===== config.mk =====
export PLATFORM = sky130hd
export DESIGN_NAME = lswc_div
export DESIGN_NICKNAME = d
export VERILOG_FILES = /design/src/rtl/core/lswc_pkg.sv /design/src/rtl/core/lswc_div.sv
export SDC_FILE = /design/constraint.sdc
export NUM_CORES = 1
export LEC_CHECK = 0
export BUFFER_PORTS_ARGS = -buffer_cell sky130_fd_sc_hd__buf_2
export CAP_MARGIN = 20
export CORE_MARGIN = 2
export CORE_UTILIZATION = 46
export DETAILED_ROUTE_END_ITERATION = 10
export SETUP_SLACK_MARGIN = 0.1
export SYNTH_ARGS = -nofsm -noshare
export SYNTH_HDL_FRONTEND = slang
export SYNTH_SLANG_ARGS = --single-unit

===== constraint.sdc =====
create_clock -name aclk -period 5.89 [get_ports aclk]
set_clock_uncertainty 0.15 [all_clocks]
set_input_delay 0 -clock aclk [delete_from_list [all_inputs] [get_ports aclk]]
set_output_delay 0 -clock aclk [all_outputs]
set_load 0.02 [all_outputs]

===== src/rtl/core/lswc_pkg.sv =====
// ============================================================================
// lswc_pkg: shared types and constants for the line segment window clipper
// Coordinate widths, fraction and stage structs, register indexes.
// ============================================================================
package lswc_pkg;

    localparam int C          = 12;               // coordinate width
    localparam int DW         = C + 1;            // deltas, boundary distances
    localparam int PW         = 2 * DW;           // cross products
    localparam int NUM_W      = 2 * DW + 1;       // interpolation numerators
    localparam int DIV_STAGES = (C + 1) / 2;      // two quotient bits per stage
    localparam int QB         = 2 * DIV_STAGES;
    localparam int IN_W       = 4 * C;
    localparam int TDATA_W    = ((IN_W + 7) / 8) * 8;

    localparam logic [1:0] REG_WIN_X_MIN = 2'd0;
    localparam logic [1:0] REG_WIN_Y_MIN = 2'd1;
    localparam logic [1:0] REG_WIN_X_MAX = 2'd2;
    localparam logic [1:0] REG_WIN_Y_MAX = 2'd3;

    localparam logic signed [C-1:0] WIN_MIN_RESET = C'(200);
    localparam logic signed [C-1:0] WIN_MAX_RESET = C'(400);

    typedef struct packed {
        logic signed [C-1:0] x_min;
        logic signed [C-1:0] y_min;
        logic signed [C-1:0] x_max;
        logic signed [C-1:0] y_max;
    } win_t;

    // t = n / d with d > 0
    typedef struct packed {
        logic signed [DW-1:0] n;
        logic [C-1:0]         d;
    } frac_t;

    typedef struct packed {
        logic                 valid;
        logic                 reject;
        logic signed [C-1:0]  x1;
        logic signed [C-1:0]  y1;
        logic signed [DW-1:0] dx;
        logic signed [DW-1:0] dy;
        frac_t                t1x;
        frac_t                t2x;
        frac_t                t1y;
        frac_t                t2y;
    } cand_t;

    typedef struct packed {
        logic                    valid;
        logic                    visible;
        logic signed [NUM_W-1:0] sx;
        logic signed [NUM_W-1:0] sy;
        logic signed [NUM_W-1:0] ex;
        logic signed [NUM_W-1:0] ey;
        logic [C-1:0]            d1;
        logic [C-1:0]            d2;
    } numer_t;

    function automatic logic signed [DW-1:0] ext(input logic signed [C-1:0] v);
        return {v[C-1], v};
    endfunction

    function automatic logic signed [DW-1:0] den_s(input logic [C-1:0] d);
        return {1'b0, d};
    endfunction

endpackage


===== src/rtl/core/lswc_div.sv =====
// ============================================================================
// lswc_div: pipelined restoring divider, signed numerator by positive
// denominator, quotient truncated toward zero. Two quotient bits per stage.
// ============================================================================
module lswc_div import lswc_pkg::*; (
    input  logic                    aclk,
    input  logic                    en,
    input  logic signed [NUM_W-1:0] num,
    input  logic [C-1:0]            den,
    output logic signed [C-1:0]     quo
);

    logic [NUM_W-1:0] rem_reg [DIV_STAGES];
    logic [NUM_W-1:0] rem_next[DIV_STAGES];
    logic [QB-1:0]    quo_reg [DIV_STAGES];
    logic [QB-1:0]    quo_next[DIV_STAGES];
    logic [C-1:0]     den_reg [DIV_STAGES];
    logic [C-1:0]     den_next[DIV_STAGES];
    logic             neg_reg [DIV_STAGES];
    logic             neg_next[DIV_STAGES];
    logic [C-1:0]     mag;

    always_comb begin
        logic [NUM_W-1:0] r;
        logic [NUM_W-1:0] trial;
        logic [QB-1:0]    qv;
        logic [C-1:0]     dv;
        for (int s = 0; s < DIV_STAGES; s++) begin
            if (s == 0) begin
                r  = num[NUM_W-1] ? NUM_W'(-num) : NUM_W'(num);
                qv = '0;
                dv = den;
                neg_next[s] = num[NUM_W-1];
            end else begin
                r  = rem_reg[s-1];
                qv = quo_reg[s-1];
                dv = den_reg[s-1];
                neg_next[s] = neg_reg[s-1];
            end
            for (int j = 0; j < 2; j++) begin
                trial = NUM_W'(dv) << (QB - 1 - 2 * s - j);
                if (r >= trial) begin
                    r = r - trial;
                    qv[QB-1-2*s-j] = 1'b1;
                end
            end
            rem_next[s] = r;
            quo_next[s] = qv;
            den_next[s] = dv;
        end
    end

    always_ff @(posedge aclk) begin
        if (en) begin
            rem_reg <= rem_next;
            quo_reg <= quo_next;
            den_reg <= den_next;
            neg_reg <= neg_next;
        end
    end

    assign mag = quo_reg[DIV_STAGES-1][C-1:0];
    assign quo = neg_reg[DIV_STAGES-1] ? C'(-mag) : mag;

endmodule


==> results.py, run 1 <==
metrics = {
    "critical_path": {
        "slowest_stage": "sky130_fd_sc_hd__edfxtp_1",
        "cpPeakStageDelay_ps": 380,
        "start_kind": "flop",
        "regToRegSetupSlack_ps": 370,
        "arrival_ps": 5680,
        "required_ps": 6050,
        "critical_path.n_buffers_inverters": 7,
        "worstPathMaxFanout": 11,
        "crit_path_frequent_cell": "sky130_fd_sc_hd__inv_2",
        "critical_path.endpoint_type": "flop",
        "critPathTopFamily": "compound AO/OA/AOI/OAI gates",
        "crit_type": "reg2reg",
    },
    "finish": {
        "antenna_cells": 0,
        "finalNonFillerCells": 2661,
        "drive_gt1_share_pct": 16.4,
        "area_delta_synth_final_pct": 17.7,
        "num-nets-final": 2315,
        "largest_reg_flops": 135,
        "layout.cell_area.non_filler_um2": 21900,
    },
    "placement": {
        "dp.final_hpwl_um": 35300,
        "port-buffer-count": 52,
        "placed_cells_incl_taps": 2565,
        "post_dp_cell_area_um2": 20300,
        "place_congestion": 0.902,
    },
    "die": {
        "io_pins": 53,
        "placeableCoreArea_um2": 39800,
        "dieWidth_um": 205,
        "initial_core_util_pct": 46.8,
        "placement_rows": 73,
        "dieArea_um2": 42100,
        "die_h_um": 205,
    },
    "sta": {
        "final_period_minus_worst_setup_slack_ps": 5520,
        "hold_viol": 0,
        "grt_setup_unrepaired": "yes",
        "setup_violations": 0,
        "worst_pin_slew_ps": 1210,
        "fin_tns_setup_ps": 0,
        "min_period_over_period_pct": 93.7,
        "whs_ps": 21.6,
        "fmaxAchievable_mhz": 181,
        "maxSlewHeadroom_pct": 19.7,
        "slew_viols_final": 0,
    },
    "power": {
        "vdd.ir_drop.worst_mv": 0.295,
        "leakagePower_nw": 8.76,
        "power-per-cell-area_nw_per_um2": 506,
    },
    "detailed_routing": {
        "route.detailed.wl_per_inst_um": 16.8,
        "antenna_left": 0,
        "route.final.wire_length_um": 44700,
        "viasPerCell": 5.55,
        "initialDrtViolationCount": 716,
        "drt_drc_violations_left": 0,
        "detailedRoute.firstPassIterationCount": 5,
        "route.vias.total": 14775,
    },
    "clock_network": {
        "clk_pin_slew_ps": 60,
        "clock_tree.htree_level_count": 1,
        "cts.sinks": 243,
        "number_of_buffers_created_by_cts": 27,
        "clock_latency_of_the_later_clocked_register_in_the_worst_skew_pair_ps": 570,
        "clockRootBuffer": "sky130_fd_sc_hd__clkbuf_16",
        "cts_tree": "built",
        "clk_path_buf_depth": 3,
    },
    "grt": {
        "grt_pass1_wl_um": 72600,
        "grt_pass1_vias": 14827,
        "grt_antenna_before_repair": 0,
        "grt_use_total_pct": 21.4,
        "globalRoute.totalOverflow": 0,
        "pin_count_of_the_biggest_net_entering_global_routing": 197,
    },
    "logic_synthesis": {
        "post_synth_instance_area_um2": 18600,
        "async_reset_ff_share_pct": 0,
        "synth_cells": 1922,
        "synth_top_cells_by_area": "sky130_fd_sc_hd__edfxtp_1 39%, sky130_fd_sc_hd__ha_1 9.8%, sky130_fd_sc_hd__xnor2_1 5.4%, sky130_fd_sc_hd__a21oi_1 3.8%, sky130_fd_sc_hd__xor2_1 3.2%",
        "ys_seq_area_share_pct": 39.2,
        "netlist-cell-type-count": 90,
        "yosysTopAreaCellShare_pct": 39.2,
        "net_count_of_the_mapped_netlist": 2120,
        "yosys_warnings": 0,
        "syn_avg_cell_area_um2": 9.69,
        "most_common_library_cells_after_synthesis": "243 x sky130_fd_sc_hd__edfxtp_1, 150 x sky130_fd_sc_hd__nand2_1, 146 x sky130_fd_sc_hd__ha_1",
        "postSynthRegisterBits": 243,
        "synth_edf_count": 243,
        "post-synth-top-count-cell": "sky130_fd_sc_hd__edfxtp_1",
        "ys.flop_type": "sky130_fd_sc_hd__edfxtp_1",
        "yosys.area.top_type": "sky130_fd_sc_hd__edfxtp_1",
    },
    "run": {
        "cap_viol_max_count": 0,
    },
    "status": {
        "status": "finished, final reports clean",
    },
    "hold_path": {
        "worstHoldPathType": "in2reg",
    },
}
## power by group
group          leakage (nW)  total, mW  internal [mW]  switching (mW)
Sequential             2.34       2.88           2.58           0.297
Clock                 0.443       1.71           1.02           0.698
Combinational          5.98       6.50           3.00            3.49
Total                  8.76       11.1           6.60            4.49
## layout make-up
cell class,count,area (µm²)
timing repair buffer,214,1630
clock buffer,28,679
clock inverter,20,221
multi-input combinational,1493,10900
sequential,243,7300
inverter,138,518
fill,3586,17900
tap,525,657
## worst paths after layout
path | startpoint | to | cells past startpoint
setup / recovery | rem_reg[115]$_DFFE_PP_ | rem_reg[100]$_DFFE_PP_ | 26
hold / removal | num[5] | rem_reg[142]$_DFFE_PP_ | 5
setup reg to reg | rem_reg[115]$_DFFE_PP_ | rem_reg[100]$_DFFE_PP_ | 26
hold reg to reg | quo_next[44]$_SDFFCE_PN1P_ | quo_next[32]$_DFFE_PP_ | 0
## per-layer routing
layer / vias up / global-route usage (%) / wire [µm] / share of wire (%)
met3: 80 / 2.36 / 1140 / 2.5
met1: 6955 / 23.0 / 17700 / 40
met4: 0 / 7.01 / 1570 / 3.5
li1: 7506 / - / - / -
met2: 234 / 42.8 / 24300 / 54
met5: - / 0 / 0 / 0
## cell families (layout without fill, tap and decap cells)
family / Yosys count / count (layout) / synth area share [%]
buf+inv: 186 / 400 / 3.97
simple gates: 608 / 608 / 17.1
mux: 52 / 52 / 3.07
compound gates: 494 / 494 / 17.1
fa+ha+maj: 157 / 157 / 11.0
xor+xnor: 182 / 182 / 8.56
flops: 243 / 243 / 39.2
## layout by cell type (no fill, tap or decap), types with 39 or more instances in the layout
| cell type | netlist | routed |
|---|---|---|
| sky130_fd_sc_hd__nand2_1 | 150 | 149 |
| sky130_fd_sc_hd__nor2_1 | 131 | 131 |
| sky130_fd_sc_hd__inv_1 | 137 | 134 |
| sky130_fd_sc_hd__a21oi_1 | 140 | 131 |
| sky130_fd_sc_hd__a21o_1 | 59 | 59 |
| sky130_fd_sc_hd__xor2_1 | 68 | 67 |
| sky130_fd_sc_hd__xnor2_1 | 114 | 114 |
| sky130_fd_sc_hd__buf_2 | 12 | 51 |
| sky130_fd_sc_hd__buf_4 | 1 | 126 |
| sky130_fd_sc_hd__edfxtp_1 | 243 | 243 |
| sky130_fd_sc_hd__nor3_1 | 43 | 41 |
| sky130_fd_sc_hd__ha_1 | 146 | 142 |
| sky130_fd_sc_hd__o21ai_0 | 113 | 102 |
| sky130_fd_sc_hd__nand3_1 | 39 | 39 |
## worst min-delay path, stage by stage
cell                     delay [ps]
sky130_fd_sc_hd__buf_2          130
sky130_fd_sc_hd__or3_1          140
sky130_fd_sc_hd__buf_4          110
sky130_fd_sc_hd__o21a_1         110
sky130_fd_sc_hd__xor2_1          60
## through the flow
stage | setup WS (ps) | power [mW] | util (%)
2_1_floorplan | 73.9 | 7.62 | -
3_3_place_gp | -219 | 8.99 | 51.0
3_5_place_dp | -300 | 9.12 | 51.0
4_1_cts | 111 | 10.9 | 54.2
5_1_grt | 42.9 | 12.0 | 55.0
6_report | 372 | 11.1 | 55.0
## timing repair
item,in CTS,in global routing
setup buffers,4,13
hold buffers,30,0
gates cloned,0,1
resized for setup,6,53
pin swaps,3,19
hold endpoints to repair,72,0
endpoints found under the setup margin,34,108
Note: power is estimated with default switching activity, not from simulation.
==> inputs of run 2 (changes only) <==
--- a/config.mk
+++ b/config.mk
@@ -7,9 +7,11 @@
 export LEC_CHECK = 0
 export BUFFER_PORTS_ARGS = -buffer_cell sky130_fd_sc_hd__buf_2
 export CAP_MARGIN = 20
+export CORE_ASPECT_RATIO = 0.7
 export CORE_MARGIN = 2
 export CORE_UTILIZATION = 46
 export DETAILED_ROUTE_END_ITERATION = 10
+export RECOVER_POWER = 25
 export SETUP_SLACK_MARGIN = 0.1
 export SYNTH_ARGS = -nofsm -noshare
 export SYNTH_HDL_FRONTEND = slang
==> run 2 against run 1 <==
Cell count up 0.98%. Combinational power is 3.5% higher. The run now ends with max-capacitance violations, max-slew violations left. First-iteration DRC count grew 78%. Sequential power increased by 2%. Power increased by 2.6%. Via count increased by 3.7%.
==> results.py, run 2 (synthesis gave the netlist of run 1 again) <==
metrics = {
    "finish": {
        "mostFrequentLayoutCells": "243 x sky130_fd_sc_hd__edfxtp_1, 148 x sky130_fd_sc_hd__nand2_1, 139 x sky130_fd_sc_hd__ha_1, 135 x sky130_fd_sc_hd__buf_4, 134 x sky130_fd_sc_hd__inv_1",
        "layout_commonest_cell": "sky130_fd_sc_hd__edfxtp_1",
        "antenna_cells": 0,
        "finalNonFillerCells": 2687,
        "largest_reg_flops": 135,
        "area_delta_synth_final_pct": 19.0,
        "drive_gt1_share_pct": 17.8,
        "num-nets-final": 2330,
        "filler_cell_count": 3541,
    },
    "sta": {
        "maxSlewHeadroom_pct": -108,
        "final_period_minus_worst_setup_slack_ps": 5620,
        "min_period_over_period_pct": 95.3,
        "hold_viol": 0,
        "fin_tns_setup_ps": 0,
        "worst_pin_slew_ps": 3120,
        "final_critical_path_setup_slack_ps": 274,
        "grt_setup_unrepaired": "yes",
        "setup_violations": 0,
        "fmaxAchievable_mhz": 178,
        "slew_viols_final": 118,
    },
    "clock_network": {
        "clock_tree.htree_level_count": 1,
        "clock_latency_of_the_later_clocked_register_in_the_worst_skew_pair_ps": 560,
        "clk_pin_slew_ps": 60,
        "number_of_buffers_created_by_cts": 26,
        "cts.sinks": 243,
        "clockRootBuffer": "sky130_fd_sc_hd__clkbuf_16",
        "cts_tree": "built",
        "clk_path_buf_depth": 3,
    },
    "die": {
        "placement_rows": 61,
        "io_pins": 53,
        "placeableCoreArea_um2": 39800,
        "die_h_um": 172,
        "initial_core_util_pct": 46.7,
        "dieArea_um2": 42100,
        "dieWidth_um": 244,
    },
    "placement": {
        "place_congestion": 0.941,
        "dp.final_hpwl_um": 38300,
        "dp_worst_setup_slack_ps": -204,
        "placed_cells_incl_taps": 2585,
        "port-buffer-count": 52,
    },
    "grt": {
        "grt_antenna_before_repair": 1,
        "grt_pass1_wl_um": 77900,
        "grt_use_total_pct": 23.2,
        "pin_count_of_the_biggest_net_entering_global_routing": 127,
        "grt_pass1_vias": 14300,
        "globalRoute.totalOverflow": 0,
    },
    "critical_path": {
        "critPathTopFamily": "simple AND/OR/NAND/NOR gates",
        "critical_path.n_buffers_inverters": 5,
        "slowest_stage": "sky130_fd_sc_hd__dlygate4sd3_1",
        "start_kind": "primary input",
        "arrival_ps": 5770,
        "crit-reg2reg-launch": "rem_reg[115]$_DFFE_PP_",
        "cpPeakStageDelay_ps": 560,
        "required_ps": 6040,
        "worstPathMaxFanout": 6,
        "critical_path.endpoint_type": "flop",
        "critical_path.startpoint": "num[5]",
        "crit_type": "in2reg",
    },
    "power": {
        "power_switching_share_pct": 41.6,
        "power.internal_mw": 6.65,
        "power-per-cell-area_nw_per_um2": 513,
        "leakagePower_nw": 8.80,
        "power.switching_mw": 4.73,
        "power.share.sequential_pct": 25.8,
        "vdd.ir_drop.worst_mv": 0.320,
        "power.clock.fraction_pct": 15.0,
        "comb_power_share_pct": 59.2,
    },
    "detailed_routing": {
        "detailedRoute.firstPassIterationCount": 5,
        "antenna_left": 0,
        "route.detailed.wl_per_inst_um": 18.4,
        "initialDrtViolationCount": 1278,
        "route.final.wire_length_um": 49500,
        "viasPerCell": 5.70,
        "drt_drc_violations_left": 0,
        "route.vias.total": 15320,
    },
    "status": {
        "violations": "max-capacitance violations, max-slew violations",
        "status": "finished with violations",
    },
    "run": {
        "cap_viol_max_count": 1,
    },
    "hold_path": {
        "worstHoldStart": "num[15]",
        "worstHoldPathType": "in2reg",
    },
}
==> run 2: metal layers <==
metal,global-route usage [%],vias to the layer above,share of wire [%]
met5,0,-,0
met4,3.02,0,1.0
met3,4.73,34,7.1
met2,33.0,413,40
met1,36.7,7322,52
li1,-,7551,-
==> run 2: worst paths after layout <==
| kind | cells past startpoint | slack, ps | endpoint |
|---|---|---|---|
| setup / recovery | 27 | 270 | rem_reg[151]$_DFFE_PP_ |
| hold reg to reg | 0 | 270 | neg_next[1]$_DFFE_PP_ |
| setup reg to reg | 23 | 280 | rem_reg[94]$_DFFE_PP_ |
| hold / removal | 6 | 10 | rem_reg[150]$_DFFE_PP_ |
==> run 2: worst min-delay path, cell delays in order <==
cell and delay (ps):
sky130_fd_sc_hd__buf_2 90, sky130_fd_sc_hd__xnor2_1 160, sky130_fd_sc_hd__nand2_1 120, sky130_fd_sc_hd__o21ai_2 60, sky130_fd_sc_hd__nand2_1 60, sky130_fd_sc_hd__o21ai_1 50
==> run 2: repair_timing <==
action,in CTS,in global routing
buffers inserted,0,25
pin swaps,1,46
hold buffers,29,0
setup endpoints to repair,47,108
resized for setup,9,101
hold endpoints to repair,142,0
==> run 2: layout make-up <==
cell class | count | area [µm²] | share of cell area, %
clock inverter | 18 | 230 | 1.04
timing repair buffer | 230 | 1710 | 7.72
multi-input combinational | 1493 | 11100 | 50.0
inverter | 138 | 518 | 2.34
sequential | 243 | 7300 | 32.9
clock buffer | 30 | 666 | 3.00
tap | 535 | 669 | 3.02
==> run 2: metrics by stage <==
step	power (mW)	area (µm²)	hold slack (ps)	util, %
2_1_floorplan	7.62	18700	-51.1	-
3_3_place_gp	9.11	20400	41.3	51.2
3_5_place_dp	9.21	20400	46.7	51.2
4_1_cts	11.0	21600	0.494	54.3
5_1_grt	12.3	22200	21.9	55.6
6_report	11.4	22200	14.0	55.6
==> run 2: power by group through the flow <==
stage          logic (mW)  registers (mW)  clock network, mW
2_1_floorplan        4.83            2.79                  0
3_3_place_gp         6.16            2.95                  0
3_5_place_dp         6.25            2.96                  0
4_1_cts              6.35            2.92               1.75
5_1_grt              7.47            2.98               1.83
6_report             6.73            2.94               1.71
