### src/rtl/core/lswc_pkg.sv
// ============================================================================
// lswc_pkg: shared types and constants for the line segment window clipper
// Coordinate widths, fraction and stage structs, register indexes.
// ============================================================================
package lswc_pkg;

    localparam int C          = 12;               // coordinate width
    localparam int DW         = C + 1;            // deltas, boundary distances
    localparam int PW         = 2 * DW;           // cross products
    localparam int NUM_W      = 2 * DW + 1;       // interpolation numerators
    localparam int DIV_STAGES = (C + 1) / 2;      // two quotient bits per stage
    localparam int QB         = 2 * DIV_STAGES;
    localparam int IN_W       = 4 * C;
    localparam int TDATA_W    = ((IN_W + 7) / 8) * 8;

    localparam logic [1:0] REG_WIN_X_MIN = 2'd0;
    localparam logic [1:0] REG_WIN_Y_MIN = 2'd1;
    localparam logic [1:0] REG_WIN_X_MAX = 2'd2;
    localparam logic [1:0] REG_WIN_Y_MAX = 2'd3;

    localparam logic signed [C-1:0] WIN_MIN_RESET = C'(200);
    localparam logic signed [C-1:0] WIN_MAX_RESET = C'(400);

    typedef struct packed {
        logic signed [C-1:0] x_min;
        logic signed [C-1:0] y_min;
        logic signed [C-1:0] x_max;
        logic signed [C-1:0] y_max;
    } win_t;

    // t = n / d with d > 0
    typedef struct packed {
        logic signed [DW-1:0] n;
        logic [C-1:0]         d;
    } frac_t;

    typedef struct packed {
        logic                 valid;
        logic                 reject;
        logic signed [C-1:0]  x1;
        logic signed [C-1:0]  y1;
        logic signed [DW-1:0] dx;
        logic signed [DW-1:0] dy;
        frac_t                t1x;
        frac_t                t2x;
        frac_t                t1y;
        frac_t                t2y;
    } cand_t;

    typedef struct packed {
        logic                    valid;
        logic                    visible;
        logic signed [NUM_W-1:0] sx;
        logic signed [NUM_W-1:0] sy;
        logic signed [NUM_W-1:0] ex;
        logic signed [NUM_W-1:0] ey;
        logic [C-1:0]            d1;
        logic [C-1:0]            d2;
    } numer_t;

    function automatic logic signed [DW-1:0] ext(input logic signed [C-1:0] v);
        return {v[C-1], v};
    endfunction

    function automatic logic signed [DW-1:0] den_s(input logic [C-1:0] d);
        return {1'b0, d};
    endfunction

endpackage

### src/rtl/core/lswc_setup.sv
// ============================================================================
// lswc_setup: deltas, boundary distances and per-axis candidate parameters
// Two register stages; each axis yields one entering and one leaving fraction.
// ============================================================================
module lswc_setup import lswc_pkg::*; (
    input  logic                aclk,
    input  logic                aresetn,
    input  logic                en,
    input  logic                in_valid,
    input  logic signed [C-1:0] x1,
    input  logic signed [C-1:0] y1,
    input  logic signed [C-1:0] x2,
    input  logic signed [C-1:0] y2,
    input  win_t                win,
    output cand_t               cand
);

    typedef struct packed {
        logic  rej;
        frac_t t1;
        frac_t t2;
    } axis_t;

    function automatic axis_t axis_cand(input logic signed [DW-1:0] d,
                                        input logic signed [DW-1:0] q_lo,
                                        input logic signed [DW-1:0] q_hi);
        axis_t a;
        a.rej  = 1'b0;
        a.t1.n = '0;
        a.t1.d = C'(1);
        a.t2.n = DW'(1);
        a.t2.d = C'(1);
        if (d == '0) begin
            a.rej = q_lo[DW-1] | q_hi[DW-1];
        end else if (!d[DW-1]) begin
            a.t1.n = -q_lo;
            a.t1.d = d[C-1:0];
            a.t2.n = q_hi;
            a.t2.d = d[C-1:0];
        end else begin
            a.t1.n = -q_hi;
            a.t1.d = C'(-d);
            a.t2.n = q_lo;
            a.t2.d = C'(-d);
        end
        // clamp to [0, 1]
        if (a.t1.n <= 0) begin
            a.t1.n = '0;
            a.t1.d = C'(1);
        end
        if (a.t2.n >= den_s(a.t2.d)) begin
            a.t2.n = DW'(1);
            a.t2.d = C'(1);
        end
        return a;
    endfunction

    logic                 va_reg;
    logic signed [C-1:0]  x1_reg, y1_reg;
    logic signed [DW-1:0] dx_reg, dy_reg;
    logic signed [DW-1:0] qxl_reg, qxh_reg, qyl_reg, qyh_reg;
    cand_t                cand_reg, cand_next;
    axis_t                ax, ay;

    always_ff @(posedge aclk) begin
        if (!aresetn) begin
            va_reg         <= 1'b0;
            cand_reg.valid <= 1'b0;
        end else if (en) begin
            va_reg   <= in_valid;
            x1_reg   <= x1;
            y1_reg   <= y1;
            dx_reg   <= ext(x2) - ext(x1);
            dy_reg   <= ext(y2) - ext(y1);
            qxl_reg  <= ext(x1) - ext(win.x_min);
            qxh_reg  <= ext(win.x_max) - ext(x1);
            qyl_reg  <= ext(y1) - ext(win.y_min);
            qyh_reg  <= ext(win.y_max) - ext(y1);
            cand_reg <= cand_next;
        end
    end

    always_comb begin
        ax               = axis_cand(dx_reg, qxl_reg, qxh_reg);
        ay               = axis_cand(dy_reg, qyl_reg, qyh_reg);
        cand_next.valid  = va_reg;
        cand_next.reject = ax.rej | ay.rej;
        cand_next.x1     = x1_reg;
        cand_next.y1     = y1_reg;
        cand_next.dx     = dx_reg;
        cand_next.dy     = dy_reg;
        cand_next.t1x    = ax.t1;
        cand_next.t2x    = ax.t2;
        cand_next.t1y    = ay.t1;
        cand_next.t2y    = ay.t2;
    end

    assign cand = cand_reg;

endmodule

### config.mk
export PLATFORM = sky130hd
export DESIGN_NAME = lswc_setup
export DESIGN_NICKNAME = d
export VERILOG_FILES = /design/src/rtl/core/lswc_pkg.sv /design/src/rtl/core/lswc_setup.sv
export SDC_FILE = /design/constraint.sdc
export NUM_CORES = 1
export LEC_CHECK = 0
export BUFFER_PORTS_ARGS = -buffer_cell sky130_fd_sc_hd__buf_2
export CAP_MARGIN = 15
export CORE_MARGIN = 2
export CORE_UTILIZATION = 25
export CTS_CLUSTER_SIZE = 28
export DETAILED_ROUTE_END_ITERATION = 12
export PLACE_DENSITY = 0.4
export SLEW_MARGIN = 10
export SYNTH_ARGS = -nofsm -noshare
export SYNTH_HDL_FRONTEND = slang
export SYNTH_SLANG_ARGS = --single-unit
### constraint.sdc
create_clock -name aclk -period 18.2 [get_ports aclk]
set_input_delay 0 -clock aclk [delete_from_list [all_inputs] [get_ports aclk]]
set_output_delay 0 -clock aclk [all_outputs]
set_load 0.05 [all_outputs]
==> metrics.txt, run 1 <==
# IOs 252; sequential element share of the synthesized area 54.93%; P&R area growth vs syn 27.64%; Worst Hold Slack 44.95 ps; Synth area leaders edfxtp_1 55%, ha_1 9.2%, xnor2_1 4.6%, nor2_1 4.3%, mux2i_1 3.2%; share of cells above drive strength 1 22.52%; # setup viols final 0; Final Cycle Share 24.56%; Pwr Density 101.5 mW/mm^2; Core Footprint 0.05509 mm^2; Final Non-Filler Cells 2300; Worst path max stage delay 610 ps; total wire length 41120 um; DR pass1 iterations 5; share of the synthesized area in the top cell type 54.64%; Post-DRT Antenna Nets 0; DR DRC count 0; maximum vdd drop 63.77 uV; Hold Vio Cnt, Final 0; Reg clk slew, reported paths 50 ps; Cell Area, Placed 0.01608 mm^2; via count 10060; count leader, synth edfxtp_1; Slew @ Worst Pin 1053 ps; outcome finished, final reports clean; global-route wire length before repair 60770 um; Worst Skew 18.67 ps; Die Height 239.8 um; Synth area leader edfxtp_1; Fin Setup TNS 0 ps; RSZ-0062 raised after global routing false; num rows 86; Vias/cell 4.373; Clock Latency Late Sink 540 ps; CTS root buf clkbuf_16; H-tree Lvls 2; Design Area, Final 0.01775 mm^2; Die ar. 0.05752 mm^2; number of global-route vias before repair 9991; gr usage total 14.09%; Avg Synthesized Cell Area 11.66 um^2; PortBufs 251; Leak 7.236 nW; critical path, cell by cell or4_1 > or3_1 > nor4_4 > buf_4 > a211oi_1 > ha_1 > nand2b_1 > a21o_1 > a21o_1 > a211o_1 > a2111oi_0 > nor3_2 > buf_4 > or2_2; Main synth FF type edfxtp_1; path type of the worst setup path flop to flop; Starting DRT DRC Count 590; Detailed Place HPWL 31640 um; Hold WC Path Type input port to flop; pin count of the biggest net entering global routing 80; max-slew violation count 0; Synth Instances 1192; fin util 32.22%; slowest CP cell or4_1; DR WL/cell 17.88 um; Slew Limit Headroom 29.81%; initial antenna violation count 6; fin nets 1736; placed cells 2178; Req. time, crit path 18490 ps; fmax 0.2238 GHz; Synth Warn # 0; Post-synth EDFFs 253; minimum clock period 4469 ps; max reg flops 152; # clock sinks 255; Initial Util 25.24%; post-synthesis cell type count 59; synthesized area 0.01390 mm^2; Max-Cap Viols 0; CP endpoint kind flop; CP startpoint kind flop; Synth top cells by count 253 x edfxtp_1, 161 x nor2_1, 102 x ha_1, 94 x inv_1, 73 x xnor2_1; gr ovfl total 0; WP data arrival 4760 ps; worst-path maximum fanout 31; CTS tree built; FFs w/ async S/R, synth 0%; PostCTS Resize Cnt 0; Clock Tree Buf Depth 3; number of buffers created by CTS 34; die width 239.8 um; layout filler cell count 5701; GP Congestion 0.7707; number of synthesized register bits 255
kinds of logic after synthesis:
group | synth area share (%)
multiplexers | 3.167
other | 0.02697
AO/OA/AOI/OAI | 8.351
AND/OR/NAND/NOR | 13.59
flip-flops | 54.93
adder cells (fa/ha/maj) | 10.04
XOR/XNOR | 6.551
buffers and inverters | 3.347
cells in the final DEF (no fill, tap or decap), drive strengths merged, types with 31 or more instances in the layout:
cell and instances:
mux2i 44, edfxtp 253, xnor2 73, a21oi 42
ha 102, nor2 171, nor3 54, inv 97
xor2 31, o21ai 46, dlygate4sd3 62, nand2 35
clkbuf 42, buf 261
power breakdown:
part           total (mW)  leakage (nW)  switching (mW)  internal (mW)
logic               0.409          4.30           0.266          0.144
clock network       0.640         0.502           0.265          0.375
registers           0.751          2.43          0.0340          0.717
total                1.80          7.24           0.565           1.24
critical path, delay by kind of cell (launching register included):
family                     cells  cell delay, ps
AOI/OAI and AO/OA              5            1200
adders and majority gates      1             320
buffers and inverters          2             570
DFF                            1             470
and+or+nand+nor                6            1660
stage by stage:
stage	setup slack, ps	power, mW
detailed placement	13680	1.167
finish	13730	1.801
CTS	13670	1.836
floorplan	11840	1.043
global route	13350	1.899
global placement	13760	1.164
layer usage:
| metal | GRT usage [%] | vias up | part of all wire (%) |
|---|---|---|---|
| met5 | 0 | - | 0.10 |
| met4 | 3.520 | 6 | 1.6 |
| met3 | 3.043 | 48 | 5.1 |
| met2 | 20.16 | 220 | 41 |
| met1 | 21.30 | 4793 | 52 |
| li1 | - | 4990 | - |
final timing paths:
kind / from / to / slack [ps] / depth (start not counted)
hold reg to reg: y1_reg[9] / cand[135] / 400 / 0
setup reg to reg: dy_reg[5] / cand[0] / 13730 / 14
setup / recovery: dy_reg[5] / cand[0] / 13730 / 14
hold / removal: win[34] / qyl_reg[10] / 40 / 4
cell type report:
type / instances / area, um^2 / share of cell area (%)
flip-flops and latches: 255 / 7637 / 43.03
multi-input cells: 820 / 5823 / 32.81
repair buffers: 323 / 1952 / 11.00
well taps: 748 / 935.9 / 5.273
clock buffers: 42 / 880.8 / 4.963
inverters: 94 / 352.8 / 1.988
clock inverters: 16 / 161.4 / 0.9094
diodes: 2 / 5.005 / 0.02820
repair_timing:
action / CTS / global route
setup buffers: 0 / 0
endpoints found under the hold margin: 62 / 0
hold buffers: 62 / 0
setup endpoints to repair: 0 / 0
Power figures use the tool's default switching activity.
==> run 2: changes to the inputs <==
PLACE_DENSITY = 0.42   (was 0.4)
clock period = 3.9 ns   (was 18.2 ns; I/O delays follow)
==> metrics.txt, run 2 (synthesis results as in run 1) <==
Starting DRT DRC Count 532; CTS root buf clkbuf_16; WP data arrival 4100 ps; outcome finished, final reports clean; register area 0.007637 mm^2; Vias/cell 4.351; global-route wire length before repair 59730 um; max-slew violation count 0; via count 10130; # IOs 252; Max-Cap Viols 0; Post-DRT Antenna Nets 0; Hold Vio Cnt, Final 0; Pint 6.104 mW; share of cells above drive strength 1 25.94%; H-tree Lvls 2; Leak 7.478 nW; pin count of the biggest net entering global routing 127; CP delay by family, top simple AND/OR/NAND/NOR gates; Hold WC Path Type input port to flop; maximum vdd drop 303.5 uV; Reg clk slew, reported paths 60 ps; minimum clock period 3809 ps; worst-path maximum fanout 24; gr ovfl total 0; fin nets 1759; die width 239.8 um; DR WL/cell 17.43 um; Slew @ Worst Pin 805.2 ps; DR DRC count 0; Pwr Density 482.5 mW/mm^2; Final Cycle Share 97.66%; Buf/Inv on CP 2; max reg flops 152; path type of the worst setup path flop to flop; Detailed Place HPWL 31850 um; num rows 86; Req. time, crit path 4190 ps; Reg power frac 39.7%; Worst path max stage delay 540 ps; total wire length 40570 um; number of global-route vias before repair 10150; CTS tree built; Core Footprint 0.05509 mm^2; Gate power share 22.9%; clock group share of total power 37.4%; Die ar. 0.05752 mm^2; # setup viols final 0; Multi-input gate area 0.005981 mm^2; GP Congestion 0.7803; Clock Tree Buf Depth 3; RSZ-0062 raised after global routing true; most frequent cells in the layout 253 x edfxtp_1, 251 x buf_2, 160 x nor2_1, 102 x ha_1, 94 x inv_1; fmax 0.2626 GHz; Die Height 239.8 um; gr usage total 13.82%; initial antenna violation count 6; layout filler cell count 5647; DR pass1 iterations 5; Switching Power 2.711 mW; Initial Util 25.24%; Setup WS pre-CTS -24.92 ps; CP endpoint kind flop; P&R area growth vs syn 31.40%; PortBufs 251; Worst Skew 12.95 ps; Worst Hold Slack 28.40 ps; Clock Latency Late Sink 530 ps; CP startpoint kind flop; critical path, cell by cell or4_4 > or3_4 > nor4_4 > buf_6 > buf_12 > nor2_1 > ha_1 > a21oi_1 > nor2b_1 > o21ai_0 > a21oi_2 > a2111oi_4 > nor3_4 > or2_4; Sw Share 30.75%; Fin Setup TNS 0 ps; slowest CP cell or4_4; number of buffers created by CTS 34; commonest non-fill, non-tap cell in the layout edfxtp_1; # clock sinks 255; Worst Setup Slack, final 91.31 ps; Slew Limit Headroom 46.32%
==> run 2: cell types whose count changed in the layout (fill, tap and decap cells not counted), moves of 3 or more <==
cell and change:
buf_12 +4, bufinv_16 +4, clkbuf_1 -4, buf_4 +22, buf_6 +4, nor3_2 +8, nor3_4 +4, clkinvlp_4 +3
dlygate4sd3_1 -7, nor3_1 -12
==> run 2: area by class of cell <==
type | instances | share of cell area (%)
sequential | 255 | 41.80
multi-input combinational | 820 | 32.74
timing repair buffer | 346 | 11.89
tap | 748 | 5.123
clock buffer | 38 | 4.739
inverter | 94 | 1.931
clock inverter | 24 | 1.739
antenna | 3 | 0.04109
==> run 2: repair_timing <==
action	4_1_cts	5_1_grt
hold buffers	55	0
resized for setup	3	34
gates cloned	0	1
endpoints found under the setup margin	8	43
buffers inserted	0	8
pin swaps	0	7
hold endpoints to repair	56	0
==> run 2: final timing paths <==
check / startpoint / end / slack [ps] / cells past startpoint
worst max-delay path: dy_reg[5] / cand[0] / 90 / 14
worst min-delay path: win[19] / qxh_reg[7] / 30 / 3
worst max register to register: dy_reg[5] / cand[0] / 90 / 14
worst min register to register: y1_reg[1] / cand[127] / 410 / 0
==> run 2: worst reg2reg max path, stage by stage, from the launching register on <==
cell and delay, ps:
edfxtp_1 400, or4_4 540, or3_4 360, nor4_4 330, buf_6 190, buf_12 180
nor2_1 80, ha_1 310, a21oi_1 160, nor2b_1 60, o21ai_0 250, a21oi_2 130
a2111oi_4 260, nor3_4 100, or2_4 240
==> run 2: power by group through the flow <==
stage	Clock [mW]	Combinational, mW	Sequential (mW)
2_1_floorplan	0	1.02	3.84
3_3_place_gp	0	1.92	3.56
3_5_place_dp	0	1.93	3.56
4_1_cts	3.41	1.98	3.50
5_1_grt	3.53	2.24	3.52
6_report	3.30	2.02	3.50
==> run 2: routing by layer <==
| layer | part of all wire, % | vias to the layer above | global-route usage, % |
|---|---|---|---|
| li1 | - | 5044 | - |
| met1 | 51 | 4825 | 20.58 |
| met2 | 42 | 200 | 19.81 |
| met3 | 5.2 | 53 | 3.204 |
| met4 | 2.0 | 6 | 3.858 |
| met5 | 0.10 | - | 0 |
==> run 2: metrics by stage <==
step	power, mW	util (%)	std cells	area [um^2]
after floorplan	4.857	-	1193	13930
after global placement	5.472	29.55	2199	16280
after detailed placement	5.485	29.55	2199	16280
after CTS	8.895	32.73	2316	18030
after global routing	9.289	33.16	2327	18270
final	8.815	33.16	2328	18270
==> run 3: changes to the inputs <==
ABC_CLOCK_PERIOD_IN_PS = 3900   (was unset)
REMOVE_ABC_BUFFERS = 1   (was unset)
==> metrics.txt, run 3 (synthesis results as in run 1) <==
outcome finished, final reports clean; Worst Skew 26.29 ps; global-route wire length before repair 60530 um; minimum clock period 3809 ps; DR DRC count 0; Hold WC Path Type input port to flop; Final Cycle Share 97.67%; path type of the worst setup path flop to flop; initial antenna violation count 3; CP startpoint kind flop; gr usage total 13.94%; CP endpoint kind flop; Worst Setup Slack, final 90.99 ps; Slew Limit Headroom 48.23%; CTS tree built; gr ovfl total 0; share of cells above drive strength 1 25.60%; Clock Tree Buf Depth 3; pin count of the biggest net entering global routing 53; Slew @ Worst Pin 776.5 ps; number of buffers created by CTS 35; Sw Share 30.64%; Gate power share 22.9%; Max-Cap Viols 0; Starting DRT DRC Count 528; most frequent cells in the layout 253 x edfxtp_1, 252 x buf_2, 161 x nor2_1, 101 x ha_1, 94 x inv_1; Fin Setup TNS 0 ps; DR WL/cell 17.26 um; fin nets 1777; Setup WS pre-CTS -58.25 ps; number of global-route vias before repair 10320; # clock sinks 255; CTS root buf clkbuf_16; Hold Vio Cnt, Final 0; commonest non-fill, non-tap cell in the layout edfxtp_1; # IOs 252; total wire length 40460 um; Core Footprint 0.05509 mm^2; Pint 6.048 mW; DR pass1 iterations 4; Pwr Density 476.2 mW/mm^2; max reg flops 152; clock group share of total power 36.9%; Die Height 239.8 um; die width 239.8 um; maximum vdd drop 240.3 uV; max-slew violation count 0; Reg clk slew, reported paths 60 ps; Switching Power 2.672 mW; num rows 86; Reg power frac 40.2%; Req. time, crit path 4190 ps; WP data arrival 4100 ps; fmax 0.2625 GHz; Vias/cell 4.366; Post-DRT Antenna Nets 0; # setup viols final 0; via count 10230; worst-path maximum fanout 4; P&R area growth vs syn 31.68%; Leak 7.514 nW; Clock Latency Late Sink 550 ps; Die ar. 0.05752 mm^2; Detailed Place HPWL 31870 um; H-tree Lvls 2; GP Congestion 0.8038; PortBufs 251; Initial Util 25.24%
## run 3: stage by stage
step | hold WS (ps) | instance area [um^2] | util [%] | power [mW] | instances
finish | 26.95 | 18310 | 33.23 | 8.720 | 2344
CTS | 1.642 | 18170 | 32.97 | 8.838 | 2336
detailed placement | 223.2 | 16390 | 29.76 | 5.480 | 2213
floorplan | 98.87 | 13800 | - | 4.850 | 1169
global placement | 222.6 | 16390 | 29.76 | 5.462 | 2213
global route | 29.64 | 18310 | 33.23 | 9.182 | 2344
## run 3: power groups by stage
stage               combinational, mW  clock [mW]  sequential, mW
floorplan                       0.973           0            3.88
global placement                 1.90           0            3.56
detailed placement               1.92           0            3.56
CTS                              1.98        3.35            3.51
global route                     2.21        3.44            3.53
finish                           2.00        3.22            3.50
## run 3: path summary, 6_finish.rpt
| kind | startpoint | end | slack (ps) | cells past startpoint |
|---|---|---|---|---|
| hold reg to reg | x1_reg[9] | cand[147] | 420 | 0 |
| setup reg to reg | dy_reg[5] | cand[0] | 90 | 14 |
| hold / removal | x2[1] | dx_reg[1] | 30 | 4 |
| setup / recovery | dy_reg[5] | cand[0] | 90 | 14 |
## run 3: worst max-delay path, stage by stage, from the launching register on
cell and delay (ps):
edfxtp_1 390, or4_4 550, or3_4 360, nor4_4 190
buf_4 160, or2_2 110, ha_1 210, nand2b_1 140
a21o_1 170, a21o_1 180, a211o_1 300, a2111oi_4 300
buf_4 170, nor3_4 50, or2_2 290
## run 3: final cells by class
type                       instances  area (um^2)
antenna                            2        5.005
multi-input combinational        820         5919
inverter                          94        352.8
clock buffer                      43        927.1
timing repair buffer             363         2312
clock inverter                    19        220.2
tap                              748        935.9
fill                            5607        36780
sequential                       255         7637
## run 3: per-layer routing
layer / track usage [%] / part of all wire, % / vias to the layer above
li1: - / - / 5079
met1: 20.19 / 50 / 4889
met2: 20.57 / 43 / 209
met3: 3.008 / 4.6 / 55
met4: 4.404 / 2.3 / 2
met5: 0 / 0.032 / -
## run 3: timing repair
action,CTS,global route
pin swaps,1,3
setup endpoints to repair,12,48
gates cloned,0,1
buffers inserted,0,5
hold endpoints to repair,63,0
hold buffers,61,0
gates resized for setup,4,18
